===== src/rtl/core/prf_pkg.sv =====
// Shared types, constants and the header byte table for the pcap radiotap framer.
// Depends on nothing; the front end, queue, emitter and top level import it.
package prf_pkg;

  localparam int POS_W = 6;

  // Byte positions inside the longest header burst (global, record, radiotap, signal, payload).
  localparam logic [POS_W-1:0] POS_GLOBAL   = 6'd0;
  localparam logic [POS_W-1:0] POS_RECORD   = 6'd24;
  localparam logic [POS_W-1:0] POS_RADIOTAP = 6'd40;
  localparam logic [POS_W-1:0] POS_SIGNAL   = 6'd54;
  localparam logic [POS_W-1:0] POS_PAYLOAD  = 6'd55;

  localparam logic [31:0] PCAP_MAGIC      = 32'hA1B2C3D4;
  localparam logic [7:0]  PCAP_VER_MAJOR  = 8'd2;
  localparam logic [7:0]  PCAP_VER_MINOR  = 8'd4;
  localparam logic [7:0]  LINKTYPE_RT     = 8'd127;
  localparam logic [7:0]  RT_HDR_LEN      = 8'd15;
  localparam logic [7:0]  RT_PRESENT      = 8'h2A;
  localparam logic [15:0] RT_CHAN_FLAGS   = 16'h0080;
  localparam logic [7:0]  RT_FLAG_FCS     = 8'h10;
  localparam logic [7:0]  CH_JAPAN        = 8'd14;
  localparam logic [11:0] FREQ_CH_JAPAN   = 12'd2484;
  localparam logic [11:0] FREQ_BASE       = 12'd2407;

  localparam logic [19:0] USEC_PER_SEC    = 20'd1000000;
  // The timestamp is divided as four 16-bit digits, each with a step that forms it and a step that shifts.
  localparam int          DIV_STEPS       = 8;
  // ceil(2^44 / 15625): exact quotient by 15625 for any 30-bit dividend after >> 44.
  localparam logic [30:0] USEC_RECIP      = 31'd1125899907;
  localparam int          USEC_RECIP_SHIFT = 44;

  localparam logic [15:0] SNAP_RESET      = 16'hFFFF;
  localparam logic        REG_SNAP_LENGTH = 1'b0;

  // One queue entry: a payload byte, a frame start with its metadata, or both.
  typedef struct packed {
    logic [7:0]  payload_byte;
    logic        payload_valid;
    logic        first;
    logic        global_hdr;
    logic [31:0] sec;
    logic [19:0] usec;
    logic [15:0] cap;
    logic [15:0] orig;
    logic [11:0] freq;
    logic        fcs;
    logic [7:0]  sig;
  } desc_t;

  function automatic logic [7:0] hdr_byte(input logic [POS_W-1:0] pos,
                                          input logic [15:0] snap,
                                          input desc_t d);
    logic [31:0] snap15;
    logic [31:0] cap15;
    logic [31:0] orig15;
    logic [31:0] usec32;
    logic [7:0]  b;
    snap15 = {15'd0, {1'b0, snap} + 17'd15};
    cap15  = {15'd0, {1'b0, d.cap} + 17'd15};
    orig15 = {15'd0, {1'b0, d.orig} + 17'd15};
    usec32 = {12'd0, d.usec};
    b = 8'd0;
    unique case (pos)
      6'd0:  b = PCAP_MAGIC[7:0];
      6'd1:  b = PCAP_MAGIC[15:8];
      6'd2:  b = PCAP_MAGIC[23:16];
      6'd3:  b = PCAP_MAGIC[31:24];
      6'd4:  b = PCAP_VER_MAJOR;
      6'd6:  b = PCAP_VER_MINOR;
      6'd16: b = snap15[7:0];
      6'd17: b = snap15[15:8];
      6'd18: b = snap15[23:16];
      6'd19: b = snap15[31:24];
      6'd20: b = LINKTYPE_RT;
      6'd24: b = d.sec[7:0];
      6'd25: b = d.sec[15:8];
      6'd26: b = d.sec[23:16];
      6'd27: b = d.sec[31:24];
      6'd28: b = usec32[7:0];
      6'd29: b = usec32[15:8];
      6'd30: b = usec32[23:16];
      6'd31: b = usec32[31:24];
      6'd32: b = cap15[7:0];
      6'd33: b = cap15[15:8];
      6'd34: b = cap15[23:16];
      6'd35: b = cap15[31:24];
      6'd36: b = orig15[7:0];
      6'd37: b = orig15[15:8];
      6'd38: b = orig15[23:16];
      6'd39: b = orig15[31:24];
      6'd42: b = RT_HDR_LEN;
      6'd44: b = RT_PRESENT;
      6'd48: b = d.fcs ? RT_FLAG_FCS : 8'd0;
      6'd50: b = d.freq[7:0];
      6'd51: b = {4'd0, d.freq[11:8]};
      6'd52: b = RT_CHAN_FLAGS[7:0];
      6'd53: b = RT_CHAN_FLAGS[15:8];
      6'd54: b = d.sig;
      6'd55: b = d.payload_byte;
      default: b = 8'd0;
    endcase
    return b;
  endfunction

endpackage


===== src/rtl/core/prf_if.sv =====
// Valid/ready channel interfaces of the pcap radiotap framer: frame input and byte output.
// Depends on nothing.
interface prf_in_if;
  logic              valid;
  logic              ready;
  logic [7:0]        payload_byte;
  logic              payload_valid;
  logic              first_of_frame;
  logic              last_of_frame;
  logic [63:0]       time_us;
  logic [15:0]       captured_bytes;
  logic [15:0]       original_bytes;
  logic [7:0]        channel_number;
  logic signed [7:0] signal_dbm;
  logic              fcs_present;

  modport source (output valid, payload_byte, payload_valid, first_of_frame, last_of_frame,
                  time_us, captured_bytes, original_bytes, channel_number, signal_dbm,
                  fcs_present, input ready);
  modport sink (input valid, payload_byte, payload_valid, first_of_frame, last_of_frame,
                time_us, captured_bytes, original_bytes, channel_number, signal_dbm,
                fcs_present, output ready);
endinterface

interface prf_out_if;
  logic       valid;
  logic       ready;
  logic [7:0] out_byte;
  logic       is_header;
  logic       run_last;

  modport source (output valid, out_byte, is_header, run_last, input ready);
  modport sink (input valid, out_byte, is_header, run_last, output ready);
endinterface


===== src/rtl/core/prf_front.sv =====
// Front end: accepts input items, builds queue entries and divides the timestamp.
// Depends on prf_pkg and prf_in_if.
module prf_front (
  input  logic            clk,
  input  logic            rst,
  prf_in_if.sink          frame,
  input  logic            full,
  output logic            push,
  output prf_pkg::desc_t  push_data
);
  import prf_pkg::*;

  localparam int CNT_W = $clog2(DIV_STEPS + 1);

  logic              busy;
  logic [CNT_W-1:0]  cnt;
  logic              global_done;
  logic [63:0]       dividend;
  logic [19:0]       rem;
  logic [15:0]       qdig;
  logic [31:0]       quo;
  desc_t             hold;

  logic              accept;
  logic              div_done;
  logic [35:0]       num;
  logic [60:0]       prod;
  logic [35:0]       qmul;
  logic [35:0]       rem_full;
  logic [11:0]       freq;

  assign frame.ready = !busy && !full;
  assign accept      = frame.valid && frame.ready;
  assign div_done    = busy && (cnt == CNT_W'(DIV_STEPS));

  assign freq = (frame.channel_number == CH_JAPAN) ? FREQ_CH_JAPAN :
                FREQ_BASE + {2'd0, frame.channel_number, 2'd0} + {4'd0, frame.channel_number};

  // Long division by one million in 16-bit digits. The partial numerator is below
  // 1e6 * 2^16, so dropping its six low bits leaves a 30-bit value whose quotient by
  // 15625 comes exactly from the reciprocal product. Even steps form the digit, odd
  // steps take the remainder back and shift in the next digit of the timestamp.
  assign num      = {rem, dividend[63:48]};
  assign prod     = {31'd0, num[35:6]} * {30'd0, USEC_RECIP};
  assign qmul     = {20'd0, qdig} * {16'd0, USEC_PER_SEC};
  assign rem_full = num - qmul;

  always_ff @(posedge clk) begin
    if (rst) begin
      busy        <= 1'b0;
      cnt         <= '0;
      global_done <= 1'b0;
    end else if (accept && frame.first_of_frame) begin
      busy        <= 1'b1;
      cnt         <= '0;
      global_done <= 1'b1;
    end else if (busy && !div_done) begin
      cnt <= cnt + CNT_W'(1);
    end else if (div_done && !full) begin
      busy <= 1'b0;
    end
  end

  always_ff @(posedge clk) begin
    if (accept && frame.first_of_frame) begin
      dividend           <= frame.time_us;
      rem                <= '0;
      qdig               <= '0;
      quo                <= '0;
      hold.payload_byte  <= frame.payload_byte;
      hold.payload_valid <= frame.payload_valid;
      hold.first         <= 1'b1;
      hold.global_hdr    <= !global_done;
      hold.sec           <= '0;
      hold.usec          <= '0;
      hold.cap           <= frame.captured_bytes;
      hold.orig          <= frame.original_bytes;
      hold.freq          <= freq;
      hold.fcs           <= frame.fcs_present;
      hold.sig           <= frame.signal_dbm;
    end else if (busy && !div_done) begin
      if (!cnt[0]) begin
        qdig <= prod[USEC_RECIP_SHIFT +: 16];
      end else begin
        rem      <= rem_full[19:0];
        quo      <= {quo[15:0], qdig};
        dividend <= dividend << 16;
      end
    end
  end

  assign push = div_done ? !full
                         : (accept && !frame.first_of_frame && frame.payload_valid);

  always_comb begin
    push_data = '0;
    if (busy) begin
      push_data      = hold;
      push_data.sec  = quo;
      push_data.usec = rem;
    end else begin
      push_data.payload_byte  = frame.payload_byte;
      push_data.payload_valid = 1'b1;
    end
  end

endmodule


===== src/rtl/core/prf_queue.sv =====
// Short entry queue between the front end and the byte emitter.
// Depends on prf_pkg.
module prf_queue #(
  parameter int DEPTH = 4
) (
  input  logic            clk,
  input  logic            rst,
  input  logic            push,
  input  prf_pkg::desc_t  push_data,
  output logic            full,
  input  logic            pop,
  output prf_pkg::desc_t  pop_data,
  output logic            empty
);
  import prf_pkg::*;

  localparam int PTR_W = (DEPTH > 1) ? $clog2(DEPTH) : 1;
  localparam int CNT_W = $clog2(DEPTH + 1);

  desc_t             mem [DEPTH];
  logic [PTR_W-1:0]  wr_ptr;
  logic [PTR_W-1:0]  rd_ptr;
  logic [CNT_W-1:0]  count;

  assign full     = (count == CNT_W'(DEPTH));
  assign empty    = (count == '0);
  assign pop_data = mem[rd_ptr];

  always_ff @(posedge clk) begin
    if (push) begin
      mem[wr_ptr] <= push_data;
    end
  end

  always_ff @(posedge clk) begin
    if (rst) begin
      wr_ptr <= '0;
      rd_ptr <= '0;
      count  <= '0;
    end else begin
      if (push) begin
        wr_ptr <= (wr_ptr == PTR_W'(DEPTH - 1)) ? '0 : wr_ptr + PTR_W'(1);
      end
      if (pop) begin
        rd_ptr <= (rd_ptr == PTR_W'(DEPTH - 1)) ? '0 : rd_ptr + PTR_W'(1);
      end
      if (push && !pop) begin
        count <= count + CNT_W'(1);
      end else if (pop && !push) begin
        count <= count - CNT_W'(1);
      end
    end
  end

  a_no_overflow: assert property (@(posedge clk) disable iff (rst) !(push && full))
    else $error("queue written while full");
  a_no_underflow: assert property (@(posedge clk) disable iff (rst) !(pop && empty))
    else $error("queue read while empty");
  a_count_step: assert property (@(posedge clk) disable iff (rst)
    (push && !pop) |=> (count == $past(count) + CNT_W'(1)))
    else $error("queue count did not follow a write");

endmodule


===== src/rtl/core/prf_back.sv =====
// Back end: walks each queue entry byte by byte into the registered output channel.
// Depends on prf_pkg and prf_out_if.
module prf_back (
  input  logic            clk,
  input  logic            rst,
  input  prf_pkg::desc_t  head,
  input  logic            empty,
  input  logic [15:0]     snap_length,
  output logic            pop,
  prf_out_if.source       stream
);
  import prf_pkg::*;

  logic             started;
  logic [POS_W-1:0] pos;
  logic [POS_W-1:0] pos_cur;
  logic [POS_W-1:0] pos_end;
  logic             load;

  // A new entry starts at the global, record or payload position.
  always_comb begin
    if (started) begin
      pos_cur = pos;
    end else if (head.first) begin
      pos_cur = head.global_hdr ? POS_GLOBAL : POS_RECORD;
    end else begin
      pos_cur = POS_PAYLOAD;
    end
    pos_end = head.payload_valid ? POS_PAYLOAD : POS_SIGNAL;
  end

  assign load = !empty && (!stream.valid || stream.ready);
  assign pop  = load && (pos_cur == pos_end);

  always_ff @(posedge clk) begin
    if (rst) begin
      started      <= 1'b0;
      stream.valid <= 1'b0;
    end else begin
      if (load) begin
        stream.valid <= 1'b1;
        started      <= !pop;
      end else if (stream.ready) begin
        stream.valid <= 1'b0;
      end
    end
  end

  always_ff @(posedge clk) begin
    if (load) begin
      pos              <= pos_cur + POS_W'(1);
      stream.out_byte  <= hdr_byte(pos_cur, snap_length, head);
      stream.is_header <= (pos_cur != POS_PAYLOAD);
      stream.run_last  <= (pos_cur == pos_end);
    end
  end

endmodule


===== src/rtl/core/pcap_radiotap_framer.sv =====
// Top level of the pcap radiotap framer: configuration register, front end, queue, emitter.
// Depends on prf_pkg, prf_if, prf_front, prf_queue and prf_back.
//
//   Channel   Direction  Handshake              Carries
//   frame     in         valid/ready            one captured byte plus frame metadata
//   stream    out        valid/ready            one pcap stream byte, header flag, run end
//   APB       in         psel/penable/pready    snap_length at byte address 0
//
// A payload-only item passes through the queue and the output register, and a payload
// stream passes at one byte per cycle unless the queue fills or the output stalls. A
// first-of-frame item holds the front end while the timestamp is divided by one million,
// one 16-bit quotient digit at a time by reciprocal multiplication; the emitter then
// sends the record and radiotap headers (the global header first for the very first
// frame) plus any payload byte, so header bursts are output-bound. Reset is synchronous
// and clears only control state. Both sides stall independently through the queue.
module pcap_radiotap_framer #(
  parameter int QUEUE_DEPTH = 4
) (
  input  logic         clk,
  input  logic         rst,
  prf_in_if.sink       frame,
  prf_out_if.source    stream,
  input  logic         psel,
  input  logic         penable,
  input  logic         pwrite,
  input  logic [2:0]   paddr,
  input  logic [31:0]  pwdata,
  output logic [31:0]  prdata,
  output logic         pready
);
  import prf_pkg::*;

  logic [15:0] snap_length;
  logic        cfg_hit;
  desc_t       push_data;
  desc_t       head;
  logic        push;
  logic        pop;
  logic        full;
  logic        empty;

  // The single register decodes on the word index above the byte offset.
  assign pready  = 1'b1;
  assign cfg_hit = (paddr[2] == REG_SNAP_LENGTH);
  assign prdata  = cfg_hit ? {16'd0, snap_length} : 32'd0;

  always_ff @(posedge clk) begin
    if (rst) begin
      snap_length <= SNAP_RESET;
    end else if (psel && penable && pwrite && cfg_hit) begin
      snap_length <= pwdata[15:0];
    end
  end

  // The front end classifies items and resolves timestamps ahead of the emitter.
  prf_front u_front (
    .clk       (clk),
    .rst       (rst),
    .frame     (frame),
    .full      (full),
    .push      (push),
    .push_data (push_data)
  );

  prf_queue #(
    .DEPTH (QUEUE_DEPTH)
  ) u_queue (
    .clk       (clk),
    .rst       (rst),
    .push      (push),
    .push_data (push_data),
    .full      (full),
    .pop       (pop),
    .pop_data  (head),
    .empty     (empty)
  );

  // The emitter owns the output register; the snap length is read while a global header
  // goes out, so configuration must only change when idle, which the block does not enforce.
  prf_back u_back (
    .clk         (clk),
    .rst         (rst),
    .head        (head),
    .empty       (empty),
    .snap_length (snap_length),
    .pop         (pop),
    .stream      (stream)
  );

endmodule

===== src/flat_wrapper.sv =====
// flat-port wrapper written by rule: the top's interface ports become plain ports
module pcap_radiotap_framer_flat import prf_pkg::*;
#(
  parameter int QUEUE_DEPTH = 4
)
  (clk, rst, psel, penable, pwrite, paddr, pwdata, prdata, pready, frame_valid, frame_payload_byte, frame_payload_valid, frame_first_of_frame, frame_last_of_frame, frame_time_us, frame_captured_bytes, frame_original_bytes, frame_channel_number, frame_signal_dbm, frame_fcs_present, frame_ready, stream_valid, stream_out_byte, stream_is_header, stream_run_last, stream_ready);
  prf_in_if frame_i ();
  prf_out_if stream_i ();
  input  logic clk;
  input  logic rst;
  input  logic psel;
  input  logic penable;
  input  logic pwrite;
  input  logic [2:0] paddr;
  input  logic [31:0] pwdata;
  output logic [31:0] prdata;
  output logic pready;
  input wire logic [$bits(frame_i.valid)-1:0] frame_valid;
  input wire logic [$bits(frame_i.payload_byte)-1:0] frame_payload_byte;
  input wire logic [$bits(frame_i.payload_valid)-1:0] frame_payload_valid;
  input wire logic [$bits(frame_i.first_of_frame)-1:0] frame_first_of_frame;
  input wire logic [$bits(frame_i.last_of_frame)-1:0] frame_last_of_frame;
  input wire logic [$bits(frame_i.time_us)-1:0] frame_time_us;
  input wire logic [$bits(frame_i.captured_bytes)-1:0] frame_captured_bytes;
  input wire logic [$bits(frame_i.original_bytes)-1:0] frame_original_bytes;
  input wire logic [$bits(frame_i.channel_number)-1:0] frame_channel_number;
  input wire logic [$bits(frame_i.signal_dbm)-1:0] frame_signal_dbm;
  input wire logic [$bits(frame_i.fcs_present)-1:0] frame_fcs_present;
  output wire logic [$bits(frame_i.ready)-1:0] frame_ready;
  output wire logic [$bits(stream_i.valid)-1:0] stream_valid;
  output wire logic [$bits(stream_i.out_byte)-1:0] stream_out_byte;
  output wire logic [$bits(stream_i.is_header)-1:0] stream_is_header;
  output wire logic [$bits(stream_i.run_last)-1:0] stream_run_last;
  input wire logic [$bits(stream_i.ready)-1:0] stream_ready;
  assign frame_i.valid = frame_valid;
  assign frame_i.payload_byte = frame_payload_byte;
  assign frame_i.payload_valid = frame_payload_valid;
  assign frame_i.first_of_frame = frame_first_of_frame;
  assign frame_i.last_of_frame = frame_last_of_frame;
  assign frame_i.time_us = frame_time_us;
  assign frame_i.captured_bytes = frame_captured_bytes;
  assign frame_i.original_bytes = frame_original_bytes;
  assign frame_i.channel_number = frame_channel_number;
  assign frame_i.signal_dbm = frame_signal_dbm;
  assign frame_i.fcs_present = frame_fcs_present;
  assign frame_ready = frame_i.ready;
  assign stream_valid = stream_i.valid;
  assign stream_out_byte = stream_i.out_byte;
  assign stream_is_header = stream_i.is_header;
  assign stream_run_last = stream_i.run_last;
  assign stream_i.ready = stream_ready;
  pcap_radiotap_framer #(.QUEUE_DEPTH(QUEUE_DEPTH)) u_core (.clk(clk), .rst(rst), .frame(frame_i), .stream(stream_i), .psel(psel), .penable(penable), .pwrite(pwrite), .paddr(paddr), .pwdata(pwdata), .prdata(prdata), .pready(pready));
endmodule

===== config.mk =====
export PLATFORM = sky130hd
export DESIGN_NAME = pcap_radiotap_framer_flat
export DESIGN_NICKNAME = d
export VERILOG_FILES = /design/src/rtl/core/prf_pkg.sv /design/src/rtl/core/prf_if.sv /design/src/rtl/core/prf_front.sv /design/src/rtl/core/prf_queue.sv /design/src/rtl/core/prf_back.sv /design/src/rtl/core/pcap_radiotap_framer.sv /design/src/flat_wrapper.sv
export SDC_FILE = /design/constraint.sdc
export NUM_CORES = 2
export LEC_CHECK = 0
export ABC_AREA = 1
export BUFFER_PORTS_ARGS = -buffer_cell sky130_fd_sc_hd__buf_2
export CORE_MARGIN = 1
export CORE_UTILIZATION = 45
export CTS_CLUSTER_SIZE = 40
export DETAILED_ROUTE_END_ITERATION = 6
export PLACE_DENSITY = 0.63
export SLEW_MARGIN = 10
export SYNTH_ARGS = -nofsm -noshare
export SYNTH_HDL_FRONTEND = slang
export SYNTH_SLANG_ARGS = --single-unit

===== constraint.sdc =====
create_clock -name clk -period 9.8 [get_ports clk]
set_input_delay 2.94 -clock clk [delete_from_list [all_inputs] [get_ports clk]]
set_output_delay 2.94 -clock clk [all_outputs]
set_load 0.1 [all_outputs]

# == Yosys cells after proc, flatten, opt, wreduce, memory -nomap -nowiden ==
# Memory sizes are Yosys's and may differ from the RTL's. A register that Yosys moved wholly into a read port is not among the register bits.
# Cells that the tools add are included.
# W data, S select, Z words.
# op_classes
addsub,12
multipliers,2
n_eq_ne,38
n_mux,26
bitwise_logic,2
reduce_logical,37
# op_table
operator,count
$pmux W8 S31,1
$mux W64,3
$mux W107,1
$eq A6 B6 Y1 const B,14
$eq A6 B5 Y1 const B,11
$mul A30 B31 Y60 const B,1
$add A16 B4 Y17 const B,3
$sub A20 B20 Y20,1
$mul A16 B14 Y14 const B,1
$mux W16,1
$logic_and A1 B1 Y1,15
$add A12 B10 Y12 const A,1
$add A12 B8 Y12,1
$eq A6 B2 Y1 const B,2
$eq A6 B3 Y1 const B,2
$mux W6,2
$mux W5,2
$reduce_bool A2 Y1,5
$logic_not A1 Y1,9
$mux W1,9
$mux W9,1
$eq A8 B4 Y1 const B,1
$mux W2,4
$reduce_and A2 Y1,4
18 further kinds,22
# totals
ff_bits,242
mem_bits_rw,464
in_bits,166
mem_count,1
# memory_table
name,depth,word_bits,rd,rd_clocked_by_memory_dff,wr,line,text
u_core.u_queue.mem,4,116,1,1,1,prf_queue.sv:20,desc_t mem [DEPTH];

# == Logic depth before layout (Yosys ltp) ==
# logic_depth
word_depth,11
depth_mapped,31
ltp_nobuf,31

# == Cells and area by module ==
# Synthesis repeated with hierarchy kept, for this count alone.
# hier_totals
hier_cells,5081
hier_area_um2,47880.9
# modules_own_cells
module,n_inst,cells_each,area_each_um2,seq_area_each_um2
prf_front,1,3137,25801.0,5265.0
prf_queue,1,1181,17677.0,14113.5
prf_back,1,636,3517.1,520.5
pcap_radiotap_framer,1,127,885.8,320.3

# == Least setup slack after synthesis ==
# No wires, ideal clock.
# synth_timing
path_type,input -> register
from,in frame_first_of_frame
to,mem u_core.u_queue.mem[0][0] in the netlist's numbering (enable)
setup_ns,0.590
arrival_ns,8.136
slack_ns,1.074
path_stages,5
path_buffers,0
cell_sequence,inv_1 > nand4_1 > nand2_1 > inv_1 > nor2_1
# synth_via
elab_chain_cells,6
# synth_lines
item,line,text
from (decl),flat_wrapper.sv:21,input wire logic [$bits(frame_i.first_of_frame)-1:0] frame_first_of_frame;
$logic_not A1 Y1,prf_front.sv:93,: (accept && !frame.first_of_frame && frame.payload_valid);
$logic_and A1 B1 Y1 (2 in series),prf_front.sv:93,
$mux W1,prf_front.sv:92,assign push = div_done ? !full
via u_core.push,pcap_radiotap_framer.sv:37,logic push;
$mux W1,prf_queue.sv:30,if (push) begin
$mux W1 (not written as such),prf_queue.sv:31,mem[wr_ptr] <= push_data;
to (decl),prf_queue.sv:20,
# The timed path passes the listed nets, and every way through them passes these cells.

# == Worst setup path in the final report ==
# layout_timing
from,reg u_core.u_front.rem[3]
to,reg u_core.u_front.qdig[3]
# layout_via
elab_chain_cells,1
# layout_lines
item,line,text
from (decl),prf_front.sv:19,logic [19:0] rem;
from (signal assigned),prf_front.sv:85,rem <= rem_full[19:0];
$mul A30 B31 Y60,prf_front.sv:44,"assign prod = {31'd0, num[35:6]} * {30'd0, USEC_RECIP};"
to (signal assigned),prf_front.sv:83,qdig <= prod[USEC_RECIP_SHIFT +: 16];
to (decl),prf_front.sv:20,logic [15:0] qdig;
# Every way passes these cells.
# A chain may end at the register's enable or synchronous reset.

==> Flow_metrics.wiki <==
{| class="wikitable"
! Metric !! Value
|-
| DRC Markers || 0
|-
| Antenna violations before repair || 3
|-
| Global-route wire length before repair || 191000 um
|-
| Share of the cycle needed by the critical path after routing || 74.3%
|-
| Maximum number of pins on one net before global-route repair || 103
|-
| Clk pin slew, worst setup/hold paths || 70 ps
|-
| Horizontal extent of the die || 326 um
|-
| Cells on worst reg2reg path || 24
|-
| Number of H-tree levels || 3
|-
| Nature of the critical path startpoint || register
|-
| Root cell of the clock tree || clkbuf_16
|-
| Top cells by count, synth || nand2_1, inv_1, edfxtp_1
|-
| Total wire length || 124000 um
|-
| Area inside the core boundary || 104000 um^2
|-
| Ratio of cells with drive above 1 in the final layout || 7.35%
|-
| I/O pin total || 211
|-
| Vertical extent of the die || 326 um
|-
| Worst hold path type || reg2reg
|-
| Final sum of negative setup slack || 0 ps
|-
| Most common cell in the synthesized netlist || nand2_1
|-
| Setup repair after global routing missed its margin || no
|-
| Number of antenna-violating nets in the routed design || 0
|-
| Worst Hold End || u_core.u_front.rem[3]
|-
| Number of buffers added to fix hold violations after cts || 0
|-
| Count of cells resized by post-cts repair || 0
|-
| Overflow after GRT || 0
|-
| Final core utilization || 50.0%
|-
| Initial DRC Count || 2794
|-
| Final-report hold violation count || 0
|-
| Growth of design area from synthesis to finish || 9.95%
|-
| Count of inserted antenna diode cells || 0
|-
| Hold Path Cell Cnt || 2
|-
| Mapped cell area || 47100 um^2
|-
| Setup Viol. Count Final || 0
|-
| Required time of the critical path || 10330 ps
|-
| Synthesized instance count || 4992
|-
| Final routed wire length divided by cell count || 18.9 um
|-
| Number of input and output port buffers inserted || 174
|-
| Worst slew slack as a fraction of its limit || 27.1%
|-
| Critical setup path kind || reg2reg
|-
| Final hold slack || 446 ps
|-
| Number of fillers in the final layout || 9643
|-
| RR Endpoint || u_core.u_front.qdig[3]
|-
| Initial Util || 45.4%
|-
| Cell types occupying the most area after synthesis || edfxtp_1, fa_1, ha_1, nand2_1, inv_1
|-
| Highest fanout seen on the critical path || 7
|-
| Slew at the pin closest to its max-slew limit || 1090 ps
|-
| Final layout net count || 6026
|-
| Worst reg2reg startpoint || u_core.u_front.rem[3]
|-
| Detail Placement HPWL || 92200 um
|-
| Vias per Instance || 5.16
|-
| Fraction of the yosys area taken by sequential cells || 42.7%
|-
| Async S/R FF share, synth || 0%
|-
| Number of pins with negative max-slew slack in the final report || 0
|-
| Aggregate global-route resource usage || 23.4%
|-
| Library cells used by synthesis || 53
|-
| Proportion of netlist area held by the largest area contributor || 38.4%
|-
| Clock tree from TritonCTS || done
|-
| Number of global-route vias before repair || 33000
|-
| Yosys warns || 0
|-
| Maximum buffer depth of the clock tree || 3
|-
| Post-synthesis cell type with the largest combined area || edfxtp_1
|-
| Critical path capture point type || register
|-
| Count of vias placed by the detailed router || 34000
|-
| Router iterations before antenna repair || 6
|-
| Syn avg cell area || 9.44 um^2
|-
| Number of synthesized register bits || 703
|-
| Run status || finished clean
|-
| Area of all placed cells without fillers || 51800 um^2
|-
| Instance area at placement || 49300 um^2
|-
| Peak Freq || 0.137 GHz
|-
| Top_reg_cell synth || edfxtp_1
|-
| Max-cap viol count || 0
|-
| Hold Path Origin || u_core.u_front.dividend[51]
|-
| Area of combinational cells with multiple inputs || 22900 um^2
|-
| Row count || 118
|-
| Worst setup skew after layout || 27.5 ps
|-
| Worst-Skew Late Latency || 630 ps
|-
| Clock Sinks || 703
|-
| Sequential cell area in the final layout || 20100 um^2
|-
| Signal arrival time at the worst endpoint || 7820 ps
|-
| TritonCTS Buffers || 74
|-
| Die Footprint || 106000 um^2
|-
| Number of flops mapped to enable cells by yosys || 602
|-
| Post-CTS setup buffers || 0
|-
| Internal reg-to-reg setup slack || 2520 ps
|-
| GP Congestion || 0.963
|-
| Tmin final || 7280 ps
|}
-- sequential cells by signal, summed over array words and instances, names as in the netlist, named ones only --
signal / flops
u_core.u_front.cnt: 4
u_core.u_front.qdig: 16
u_core.u_back.stream.is_header: 1
u_core.u_front.dividend: 64
u_core.snap_length: 16
u_core.u_back.stream.out_byte: 8
u_core.u_back.started: 1
u_core.u_front.global_done: 1
u_core.u_queue.rd_ptr: 2
u_core.u_back.stream.valid: 1
u_core.u_queue.mem: 460
u_core.u_queue.count: 3
u_core.u_back.pos: 6
u_core.u_front.busy: 1
u_core.u_front.hold: 62
u_core.u_front.rem: 20
u_core.u_front.quo: 32
u_core.u_queue.wr_ptr: 2
u_core.u_back.stream.run_last: 1
-- cell usage in the layout (no fill, tap or decap), types with 9 or more instances in the layout --
cell	count
nand3_1	278
xor2_1	30
nor3_1	21
clkbuf_1	13
o211ai_1	19
inv_1	911
fa_1	319
clkinv_1	17
xnor2_1	13
edfxtp_1	602
nor2_4	11
buf_4	24
clkbuf_16	76
o21ai_0	285
buf_2	174
dfxtp_1	98
nand2_2	14
nand2_1	1047
ha_1	403
nand3b_1	11
nand4_1	34
clkinv_2	9
o22ai_1	82
conb_1	17
nor2_2	15
nor2_1	433
a21oi_1	121
o21bai_1	11
-- per-layer routing --
metal  vias up  track usage (%)  wire length (um)
met1     16300             32.2             54400
met2      1039             38.1             58000
met4         6             7.44              4250
met5         -                0                37
li1      16400                -                 -
met3       186             3.24              7510
-- area by class of cell --
cell class	instances	area share [%]
timing repair buffer	201	2.15
inverter	921	6.70
clock inverter	42	0.899
tap	1380	3.33
clock buffer	94	3.90
sequential	703	38.8
multi-input combinational	3237	44.2
-- critical path: stages (launching register included) --
cell and delay [ps]:
dfxtp_1 720, inv_1 270, fa_1 570, fa_1 520
fa_1 520, inv_1 50, fa_1 490, inv_1 50
fa_1 530, inv_1 50, fa_1 410, fa_1 560
inv_1 60, fa_1 470, inv_1 40, ha_1 300
nand2_1 120, nor2_1 310, nand2_1 220, nor3b_1 230
o21ai_0 260, nand4_1 180, nand3_1 110, nand2_1 110
inv_1 40
-- how the worst max path moves through the flow --
| stage | from | end | slack, ps | cells past startpoint |
|---|---|---|---|---|
| after floorplan | frame_first_of_frame | u_core.u_queue.mem[0][0] | 1070 | 5 |
| after global placement | u_core.u_front.rem[2] | u_core.u_front.qdig[3] | 2580 | 24 |
| after detailed placement | u_core.u_front.dividend[58] | u_core.u_front.qdig[3] | 2560 | 25 |
| after CTS | u_core.u_front.dividend[58] | u_core.u_front.qdig[3] | 2570 | 25 |
| after global routing | u_core.u_front.rem[3] | u_core.u_front.qdig[3] | 2220 | 25 |
| final | u_core.u_front.rem[3] | u_core.u_front.qdig[3] | 2520 | 24 |
-- through the flow --
stage	setup slack [ps]	cells
2_1_floorplan	1070	5007
3_3_place_gp	2580	6442
5_1_grt	2220	6578
3_5_place_dp	2560	6442
4_1_cts	2570	6578
6_report	2520	6578
-- cells by family (layout without fill, tap and decap cells) --
group	Yosys count	after routing	synth area share [%]
adders and majority gates	722	722	24.3
AOI/OAI and AO/OA	555	555	6.48
and+or+nand+nor	1900	1900	16.8
other	2	17	0.0159
DFF	703	703	42.7
buffers and inverters	1067	1258	9.01
xor gates and xnor gates	43	43	0.800
Power is not shown: default switching activity piles up to over one toggle a cycle in this logic, so the estimate is an artifact.
